File: src/design/ibl_pkg.sv
package ibl_pkg;

  localparam int unsigned CAPACITY_DEF = 64;
  localparam int unsigned KIND_W = 2;
  localparam int unsigned POS_W = 7;
  localparam int unsigned BYTE_W = 8;
  localparam int unsigned LEN_W = 7;

  localparam logic [KIND_W-1:0] KIND_INSERT = 2'd0;
  localparam logic [KIND_W-1:0] KIND_DELETE = 2'd1;
  localparam logic [KIND_W-1:0] KIND_READ   = 2'd2;
  localparam logic [KIND_W-1:0] KIND_CLEAR  = 2'd3;

  typedef struct packed {
    logic [KIND_W-1:0] kind;
    logic [POS_W-1:0]  position;
    logic [BYTE_W-1:0] data_in;
  } in_t;

  typedef struct packed {
    logic              ok;
    logic [BYTE_W-1:0] data_out;
    logic [LEN_W-1:0]  length;
  } out_t;

endpackage

File: src/design/ibl_mem.sv
module ibl_mem #(
  parameter int unsigned DEPTH = ibl_pkg::CAPACITY_DEF,
  parameter int unsigned AW = $clog2(DEPTH)
) (
  input  logic                      clk,
  input  logic                      we,
  input  logic [AW-1:0]             waddr,
  input  logic [ibl_pkg::BYTE_W-1:0] wdata,
  input  logic                      re,
  input  logic [AW-1:0]             raddr,
  output logic [ibl_pkg::BYTE_W-1:0] rdata
);
  import ibl_pkg::*;

  logic [BYTE_W-1:0] mem_r [DEPTH];
  logic [BYTE_W-1:0] rdata_r;

  always_ff @(posedge clk) begin
    if (we) begin
      mem_r[waddr] <= wdata;
    end
  end

  always_ff @(posedge clk) begin
    if (re) begin
      rdata_r <= mem_r[raddr];
    end
  end

  assign rdata = rdata_r;

endmodule

File: src/design/ibl_ctrl.sv
module ibl_ctrl #(
  parameter int unsigned CAPACITY = ibl_pkg::CAPACITY_DEF,
  parameter int unsigned AW = $clog2(CAPACITY),
  parameter int unsigned CW = $clog2(CAPACITY + 1)
) (
  input  logic                       clk,
  input  logic                       rst_n,
  input  logic                       in_valid,
  output logic                       in_stall,
  input  ibl_pkg::in_t               in_data,
  output logic                       res_valid,
  input  logic                       res_ready,
  output ibl_pkg::out_t              res,
  output logic                       mem_we,
  output logic [AW-1:0]              mem_waddr,
  output logic [ibl_pkg::BYTE_W-1:0] mem_wdata,
  output logic                       mem_re,
  output logic [AW-1:0]              mem_raddr,
  input  logic [ibl_pkg::BYTE_W-1:0] mem_rdata
);
  import ibl_pkg::*;

  localparam int unsigned CMPW = (CW > POS_W) ? CW : POS_W;

  localparam logic [2:0] S_IDLE  = 3'd0;
  localparam logic [2:0] S_SHIFT = 3'd1;
  localparam logic [2:0] S_FLUSH = 3'd2;
  localparam logic [2:0] S_PUT   = 3'd3;
  localparam logic [2:0] S_READ  = 3'd4;
  localparam logic [2:0] S_RWAIT = 3'd5;
  localparam logic [2:0] S_OUT   = 3'd6;

  logic [2:0]        state_r, state_nxt;
  logic [CW-1:0]     used_r, used_nxt;
  logic [AW-1:0]     ptr_r, ptr_nxt;
  logic [AW-1:0]     stop_r, stop_nxt;
  logic [AW-1:0]     wa_r, wa_nxt;
  logic [AW-1:0]     pos_r, pos_nxt;
  logic [BYTE_W-1:0] byte_r, byte_nxt;
  logic [BYTE_W-1:0] rd_r, rd_nxt;
  logic              ins_r, ins_nxt;
  logic              ok_r, ok_nxt;
  logic              rvalid_r, rvalid_nxt;

  logic [CMPW-1:0] pos_ext;
  logic [CMPW-1:0] used_ext;
  logic [CMPW-1:0] cap_ext;
  logic [CMPW-1:0] used_m1;
  logic [CMPW-1:0] pos_p1;
  logic            accept;

  assign pos_ext  = CMPW'(in_data.position);
  assign used_ext = CMPW'(used_r);
  assign cap_ext  = CMPW'(CAPACITY);
  assign used_m1  = used_ext - CMPW'(1);
  assign pos_p1   = pos_ext + CMPW'(1);
  assign in_stall = (state_r != S_IDLE);
  assign accept   = in_valid && !in_stall;

  always_comb begin
    state_nxt  = state_r;
    used_nxt   = used_r;
    ptr_nxt    = ptr_r;
    stop_nxt   = stop_r;
    wa_nxt     = wa_r;
    pos_nxt    = pos_r;
    byte_nxt   = byte_r;
    rd_nxt     = rd_r;
    ins_nxt    = ins_r;
    ok_nxt     = ok_r;
    rvalid_nxt = 1'b0;
    mem_re     = 1'b0;
    mem_raddr  = ptr_r;
    case (state_r)
      S_IDLE: begin
        if (accept) begin
          ok_nxt    = 1'b0;
          rd_nxt    = '0;
          state_nxt = S_OUT;
          pos_nxt   = pos_ext[AW-1:0];
          byte_nxt  = in_data.data_in;
          case (in_data.kind)
            KIND_INSERT: begin
              if (pos_ext <= used_ext && used_ext < cap_ext) begin
                ok_nxt   = 1'b1;
                used_nxt = used_r + CW'(1);
                ins_nxt  = 1'b1;
                if (pos_ext == used_ext) begin
                  state_nxt = S_PUT;
                end else begin
                  ptr_nxt   = used_m1[AW-1:0];
                  stop_nxt  = pos_ext[AW-1:0];
                  state_nxt = S_SHIFT;
                end
              end
            end
            KIND_DELETE: begin
              if (pos_ext < used_ext) begin
                ok_nxt   = 1'b1;
                used_nxt = used_r - CW'(1);
                ins_nxt  = 1'b0;
                if (pos_ext != used_m1) begin
                  ptr_nxt   = pos_p1[AW-1:0];
                  stop_nxt  = used_m1[AW-1:0];
                  state_nxt = S_SHIFT;
                end
              end
            end
            KIND_READ: begin
              if (pos_ext < used_ext) begin
                ok_nxt    = 1'b1;
                state_nxt = S_READ;
              end
            end
            default: begin
              ok_nxt   = 1'b1;
              used_nxt = '0;
            end
          endcase
        end
      end
      S_SHIFT: begin
        mem_re     = 1'b1;
        mem_raddr  = ptr_r;
        rvalid_nxt = 1'b1;
        wa_nxt     = ins_r ? ptr_r + AW'(1) : ptr_r - AW'(1);
        if (ptr_r == stop_r) begin
          state_nxt = S_FLUSH;
        end else begin
          ptr_nxt = ins_r ? ptr_r - AW'(1) : ptr_r + AW'(1);
        end
      end
      S_FLUSH: begin
        state_nxt = ins_r ? S_PUT : S_OUT;
      end
      S_PUT: begin
        state_nxt = S_OUT;
      end
      S_READ: begin
        mem_re    = 1'b1;
        mem_raddr = pos_r;
        state_nxt = S_RWAIT;
      end
      S_RWAIT: begin
        rd_nxt    = mem_rdata;
        state_nxt = S_OUT;
      end
      S_OUT: begin
        if (res_ready) begin
          state_nxt = S_IDLE;
        end
      end
      default: begin
        state_nxt = S_IDLE;
      end
    endcase
  end

  always_comb begin
    mem_we    = rvalid_r;
    mem_waddr = wa_r;
    mem_wdata = mem_rdata;
    if (state_r == S_PUT) begin
      mem_we    = 1'b1;
      mem_waddr = pos_r;
      mem_wdata = byte_r;
    end
  end

  assign res_valid     = (state_r == S_OUT);
  assign res.ok        = ok_r;
  assign res.data_out  = rd_r;
  assign res.length    = used_ext[LEN_W-1:0];

  always_ff @(posedge clk) begin
    if (!rst_n) begin
      state_r  <= S_IDLE;
      used_r   <= '0;
      rvalid_r <= 1'b0;
    end else begin
      state_r  <= state_nxt;
      used_r   <= used_nxt;
      rvalid_r <= rvalid_nxt;
    end
  end

  always_ff @(posedge clk) begin
    ptr_r  <= ptr_nxt;
    stop_r <= stop_nxt;
    wa_r   <= wa_nxt;
    pos_r  <= pos_nxt;
    byte_r <= byte_nxt;
    rd_r   <= rd_nxt;
    ins_r  <= ins_nxt;
    ok_r   <= ok_nxt;
  end

  a_used_bound: assert property (@(posedge clk) disable iff (!rst_n)
    used_ext <= cap_ext)
    else $error("entry count above capacity");

  a_accept_busy: assert property (@(posedge clk) disable iff (!rst_n)
    accept |=> state_r != S_IDLE)
    else $error("accepted transaction left sequencer idle");

  a_flush_pending: assert property (@(posedge clk) disable iff (!rst_n)
    state_r == S_FLUSH |-> rvalid_r)
    else $error("flush without pending move");

  a_shift_range: assert property (@(posedge clk) disable iff (!rst_n)
    state_r == S_SHIFT |-> CMPW'(ptr_r) <= used_ext)
    else $error("shift pointer beyond list");

  a_put_clean: assert property (@(posedge clk) disable iff (!rst_n)
    state_r == S_PUT |-> !rvalid_r)
    else $error("insert write collides with pending move");

endmodule

File: src/design/indexed_byte_list.sv
// Ordered list of up to CAPACITY bytes kept in a single-port-write, registered-read
// memory. One transaction at a time: in_stall stays high from acceptance until the
// result has been handed to the output register. Insert and delete move one entry per
// cycle through the memory's read and write ports, after which an insert writes the
// new byte at its position; a read makes one registered memory read. The output
// register holds one finished result, so a stalled consumer does not block the next
// transaction from starting.
module indexed_byte_list #(
  parameter int unsigned CAPACITY = ibl_pkg::CAPACITY_DEF
) (
  input  logic          clk,
  input  logic          rst_n,
  input  logic          in_valid,
  output logic          in_stall,
  input  ibl_pkg::in_t  in_data,
  output logic          out_valid,
  input  logic          out_stall,
  output ibl_pkg::out_t out_data
);
  import ibl_pkg::*;

  localparam int unsigned AW = $clog2(CAPACITY);
  localparam int unsigned CW = $clog2(CAPACITY + 1);

  logic              mem_we;
  logic [AW-1:0]     mem_waddr;
  logic [BYTE_W-1:0] mem_wdata;
  logic              mem_re;
  logic [AW-1:0]     mem_raddr;
  logic [BYTE_W-1:0] mem_rdata;

  logic res_valid;
  logic res_ready;
  out_t res;

  logic out_valid_r;
  out_t out_data_r;

  ibl_ctrl #(
    .CAPACITY (CAPACITY),
    .AW       (AW),
    .CW       (CW)
  ) u_ctrl (
    .clk       (clk),
    .rst_n     (rst_n),
    .in_valid  (in_valid),
    .in_stall  (in_stall),
    .in_data   (in_data),
    .res_valid (res_valid),
    .res_ready (res_ready),
    .res       (res),
    .mem_we    (mem_we),
    .mem_waddr (mem_waddr),
    .mem_wdata (mem_wdata),
    .mem_re    (mem_re),
    .mem_raddr (mem_raddr),
    .mem_rdata (mem_rdata)
  );

  ibl_mem #(
    .DEPTH (CAPACITY),
    .AW    (AW)
  ) u_mem (
    .clk   (clk),
    .we    (mem_we),
    .waddr (mem_waddr),
    .wdata (mem_wdata),
    .re    (mem_re),
    .raddr (mem_raddr),
    .rdata (mem_rdata)
  );

  assign res_ready = !out_valid_r || !out_stall;

  always_ff @(posedge clk) begin
    if (!rst_n) begin
      out_valid_r <= 1'b0;
    end else if (res_valid && res_ready) begin
      out_valid_r <= 1'b1;
    end else if (!out_stall) begin
      out_valid_r <= 1'b0;
    end
  end

  always_ff @(posedge clk) begin
    if (res_valid && res_ready) begin
      out_data_r <= res;
    end
  end

  assign out_valid = out_valid_r;
  assign out_data  = out_data_r;

endmodule
File: config.mk
export PLATFORM = sky130hd
export DESIGN_NAME = indexed_byte_list
export DESIGN_NICKNAME = d
export VERILOG_FILES = /design/src/design/ibl_pkg.sv /design/src/design/ibl_mem.sv /design/src/design/ibl_ctrl.sv /design/src/design/indexed_byte_list.sv
export SDC_FILE = /design/constraint.sdc
export NUM_CORES = 1
export LEC_CHECK = 0
export ABC_AREA = 1
export BUFFER_PORTS_ARGS = -buffer_cell sky130_fd_sc_hd__buf_4
export CAP_MARGIN = 20
export CORE_MARGIN = 10
export CORE_UTILIZATION = 60
export CTS_BUF_LIST = sky130_fd_sc_hd__clkbuf_2 sky130_fd_sc_hd__clkbuf_4 sky130_fd_sc_hd__clkbuf_8
export DETAILED_ROUTE_END_ITERATION = 6
export HOLD_SLACK_MARGIN = 0.15
export PLACE_DENSITY = 0.86
export SLEW_MARGIN = 20
export SYNTH_ARGS = -nofsm -noshare
export SYNTH_HDL_FRONTEND = slang
export SYNTH_SLANG_ARGS = --single-unit
export TNS_END_PERCENT = 10
File: constraint.sdc
create_clock -name clk -period 5.9 [get_ports clk]
set_input_delay 1.18 -clock clk [delete_from_list [all_inputs] [get_ports clk]]
set_output_delay 1.18 -clock clk [all_outputs]
set_load 0.01 [all_outputs]
==> summary.md <==
| Metric | Value |
|---|---|
| Setup crit start kind | `flop` |
| Share of cells above drive strength 1 | `0.113` |
| Synth warn | `0` |
| H-tree levels | `3` |
| Hold Path Depth | `0` |
| Least-Margin Pin Slew | `1.03 ns` |
| Post-layout util | `0.665` |
| # nets final | `2234` |
| Fin. max-slew vios | `0` |
| Row count | `75` |
| Critical Path RT | `6.43 ns` |
| Synthesized instance count | `2152` |
| Vias in the first global route | `17057` |
| Core Area | `41900 um^2` |
| Routability cong. | `0.905` |
| Leak pwr | `0.0102 uW` |
| Largest net degree at the start of global routing | `142` |
| Crit end category | `flop` |
| Global route overflow | `0` |
| CTS Hold Bufs | `0` |
| Clk_skew | `0.0350 ns` |
| Register area share after synthesis | `0.692` |
| DR WL/cell | `21.9 um` |
| Worst R2R Path Depth | `14` |
| Antenna Nets Post-Route | `0` |
| Outcome | `finished, final reports clean` |
| # setup viols final | `0` |
| Die area | `51000 um^2` |
| GRT Overall Usage | `0.241` |
| Primary FF master, synth | `edfxtp_1` |
| RSZ-0062 raised after global routing | `no` |
| Via count | `17446` |
| I/O pin cnt | `39` |
| Detailed placer's ending HPWL | `36700 um` |
| Crit Path Category | `reg -> reg` |
| Critical Path Fanout Max | `79` |
| Post-CTS Setup Bufs | `0` |
| Post_cts resized | `0` |
| Pre-Repair DR Iteration Count | `7` |
| EDFF count, synth | `578` |
| CTS Buffer Depth | `3` |
| Total CTS buffers | `91` |
| First-pass GRT wire length | `95000 um` |
| Synthesized Nets | `2189` |
| PD cells | `511 nW/um^2` |
| Synthesized area | `25400 um^2` |
| CTS tree | `built` |
| Root Buffer | `clkbuf_8` |
| Dpl ws | `2.15 ns` |
| Antenna Cells | `0` |
| FFs w/ async S/R, synth | `0` |
| Reg clk slew, reported paths | `0.06 ns` |
| Remaining DRCs | `0` |
| Initial DRC count | `2673` |
| # clock sinks | `590` |
| Area growth, synth to finish | `9.77%` |
| Tcrit/Tclk final | `0.636` |
| Port bufs | `38` |
| Crit path DAT | `4.27 ns` |
| Vias per cell | `6.22` |
| Period minus WS final | `3.75 ns` |
| Clk_lat worst skew | `0.66 ns` |
| Netlist cell types | `40` |
| Fmax | `0.267 GHz` |
| Die X | `226 um` |
| TNS Setup | `0 ns` |
| Final WS setup | `2.15 ns` |
| Peak supply drop | `0.000390 V` |
| Number of synthesized register bits | `590` |
| Min-delay worst type | `reg -> reg` |
| Max_cap viols | `0` |
| Slew HR | `0.311` |
| Hold Fails Final Rpt | `0` |
| Initial antenna violation count | `0` |
| Initial core utilization | `0.606` |
| Avg Inst Size Synth | `11.8 um^2` |
| Die height | `226 um` |
| WL final | `61400 um` |
power by group:
group / internal, uW / switching [uW] / leakage [uW] / total (uW)
clock network: 1790 / 1550 / 0.000936 / 3340
logic: 1330 / 3870 / 0.00391 / 5200
registers: 5540 / 171 / 0.00531 / 5710
total: 8650 / 5600 / 0.0102 / 14200
per-layer routing:
| metal | vias up | part of all wire | routed length (um) | track usage |
|---|---|---|---|---|
| li1 | 7777 | - | - | - |
| met1 | 8272 | 0.36 | 22200 | 0.304 |
| met2 | 1213 | 0.49 | 29800 | 0.388 |
| met3 | 184 | 0.11 | 6790 | 0.0507 |
| met4 | 0 | 0.044 | 2690 | 0.125 |
| met5 | - | 0 | 0 | 0 |
placed cells by master (no fill, tap or decap), types with 16 or more instances in the layout:
cell type,n
edfxtp_1,578
nand3_1,229
clkbuf_4,28
clkbuf_8,94
a21oi_1,23
o21ai_0,199
ha_1,16
o21ai_1,68
nand2_1,268
nor2_1,162
o211ai_2,20
o211ai_1,127
inv_1,244
clkinv_1,28
buf_4,65
synthesized netlist by cell type, types with 11 or more instances:
library cell | count | area [um^2]
o21bai_1 | 12 | 90.1
buf_4 | 11 | 82.6
o21ai_1 | 69 | 345
nand3_1 | 229 | 1150
edfxtp_1 | 578 | 17400
nor2_1 | 162 | 608
buf_6 | 14 | 158
o211ai_1 | 127 | 953
clkbuf_1 | 25 | 93.8
xor2_1 | 12 | 105
ha_1 | 16 | 200
buf_2 | 63 | 315
nand4_1 | 12 | 75.1
inv_1 | 245 | 920
dfxtp_1 | 12 | 240
o211ai_2 | 20 | 250
nand2_1 | 268 | 1010
a21oi_1 | 31 | 155
o21ai_0 | 199 | 996
registers in the layout, indices dropped and copies added (netlist names):
register / cells
u_mem.rdata: 8
u_ctrl.rd_r: 8
u_ctrl.stop_r: 6
u_ctrl.state_r: 3
u_ctrl.pos_r: 6
u_ctrl.used_ext: 7
u_ctrl.ins_r: 1
out_data: 16
u_ctrl.wa_r: 6
u_mem.mem_r: 512
u_ctrl.ok_r: 1
u_ctrl.rvalid_r: 1
u_ctrl.byte_r: 8
out_valid: 1
u_ctrl.ptr_r: 6
final timing paths:
check,start,endpoint,slack (ns)
worst max-delay path,u_ctrl.state_r[0]$_SDFFE_PN0P_,u_mem.rdata[6]$_DFFE_PP_,2.15
worst min-delay path,u_ctrl.ok_r$_DFFE_PP_,out_data[15]$_DFFE_PP_,0.42
worst max register to register,u_ctrl.state_r[0]$_SDFFE_PN0P_,u_mem.rdata[6]$_DFFE_PP_,2.15
worst min register to register,u_ctrl.ok_r$_DFFE_PP_,out_data[15]$_DFFE_PP_,0.42
stage by stage:
stage	std cells	power (uW)	hold WS [ns]	cell area, um^2
5_1_grt	2807	14900	0.425	27900
4_1_cts	2806	14100	0.425	27900
3_3_place_gp	2642	10600	0.406	26100
2_1_floorplan	2152	9230	0.400	25400
6_report	2807	14200	0.423	27900
3_5_place_dp	2642	10800	0.409	26100
area by class of cell:
type,instances,area [um^2]
Fill cell,2734,14000
Tap cell,539,674
Inverter,254,956
Multi-Input combinational cell,1191,6330
Sequential cell,590,17600
Timing Repair Buffer,69,576
Clock inverter,42,279
Clock buffer,122,1500
worst max-delay path, cell delays in order, from the launching register on:
cell and delay, ns:
dfxtp_1 0.33, inv_1 0.16, nand3_4 0.26, nand2_1 0.20, o21ai_4 0.06, buf_4 0.32
inv_4 0.79, buf_4 0.45, o21ai_0 0.16, o21bai_1 0.19, nand3_1 0.13, nand3_1 0.13
nand2_1 0.08, nand3_1 0.13, nand2_1 0.13
kinds of logic (layout without fill, tap and decap cells):
group | after synthesis | count (layout) | synth area share
AOI/OAI and AO/OA | 468 | 468 | 0.113
adders and majority gates | 16 | 16 | 0.00787
buffers and inverters | 371 | 487 | 0.0641
DFF | 590 | 590 | 0.692
and+or+nand+nor | 691 | 691 | 0.117
muxes | 1 | 1 | 0.000394
xor gates and xnor gates | 15 | 15 | 0.00517
Note: power is estimated with default switching activity, not from simulation.
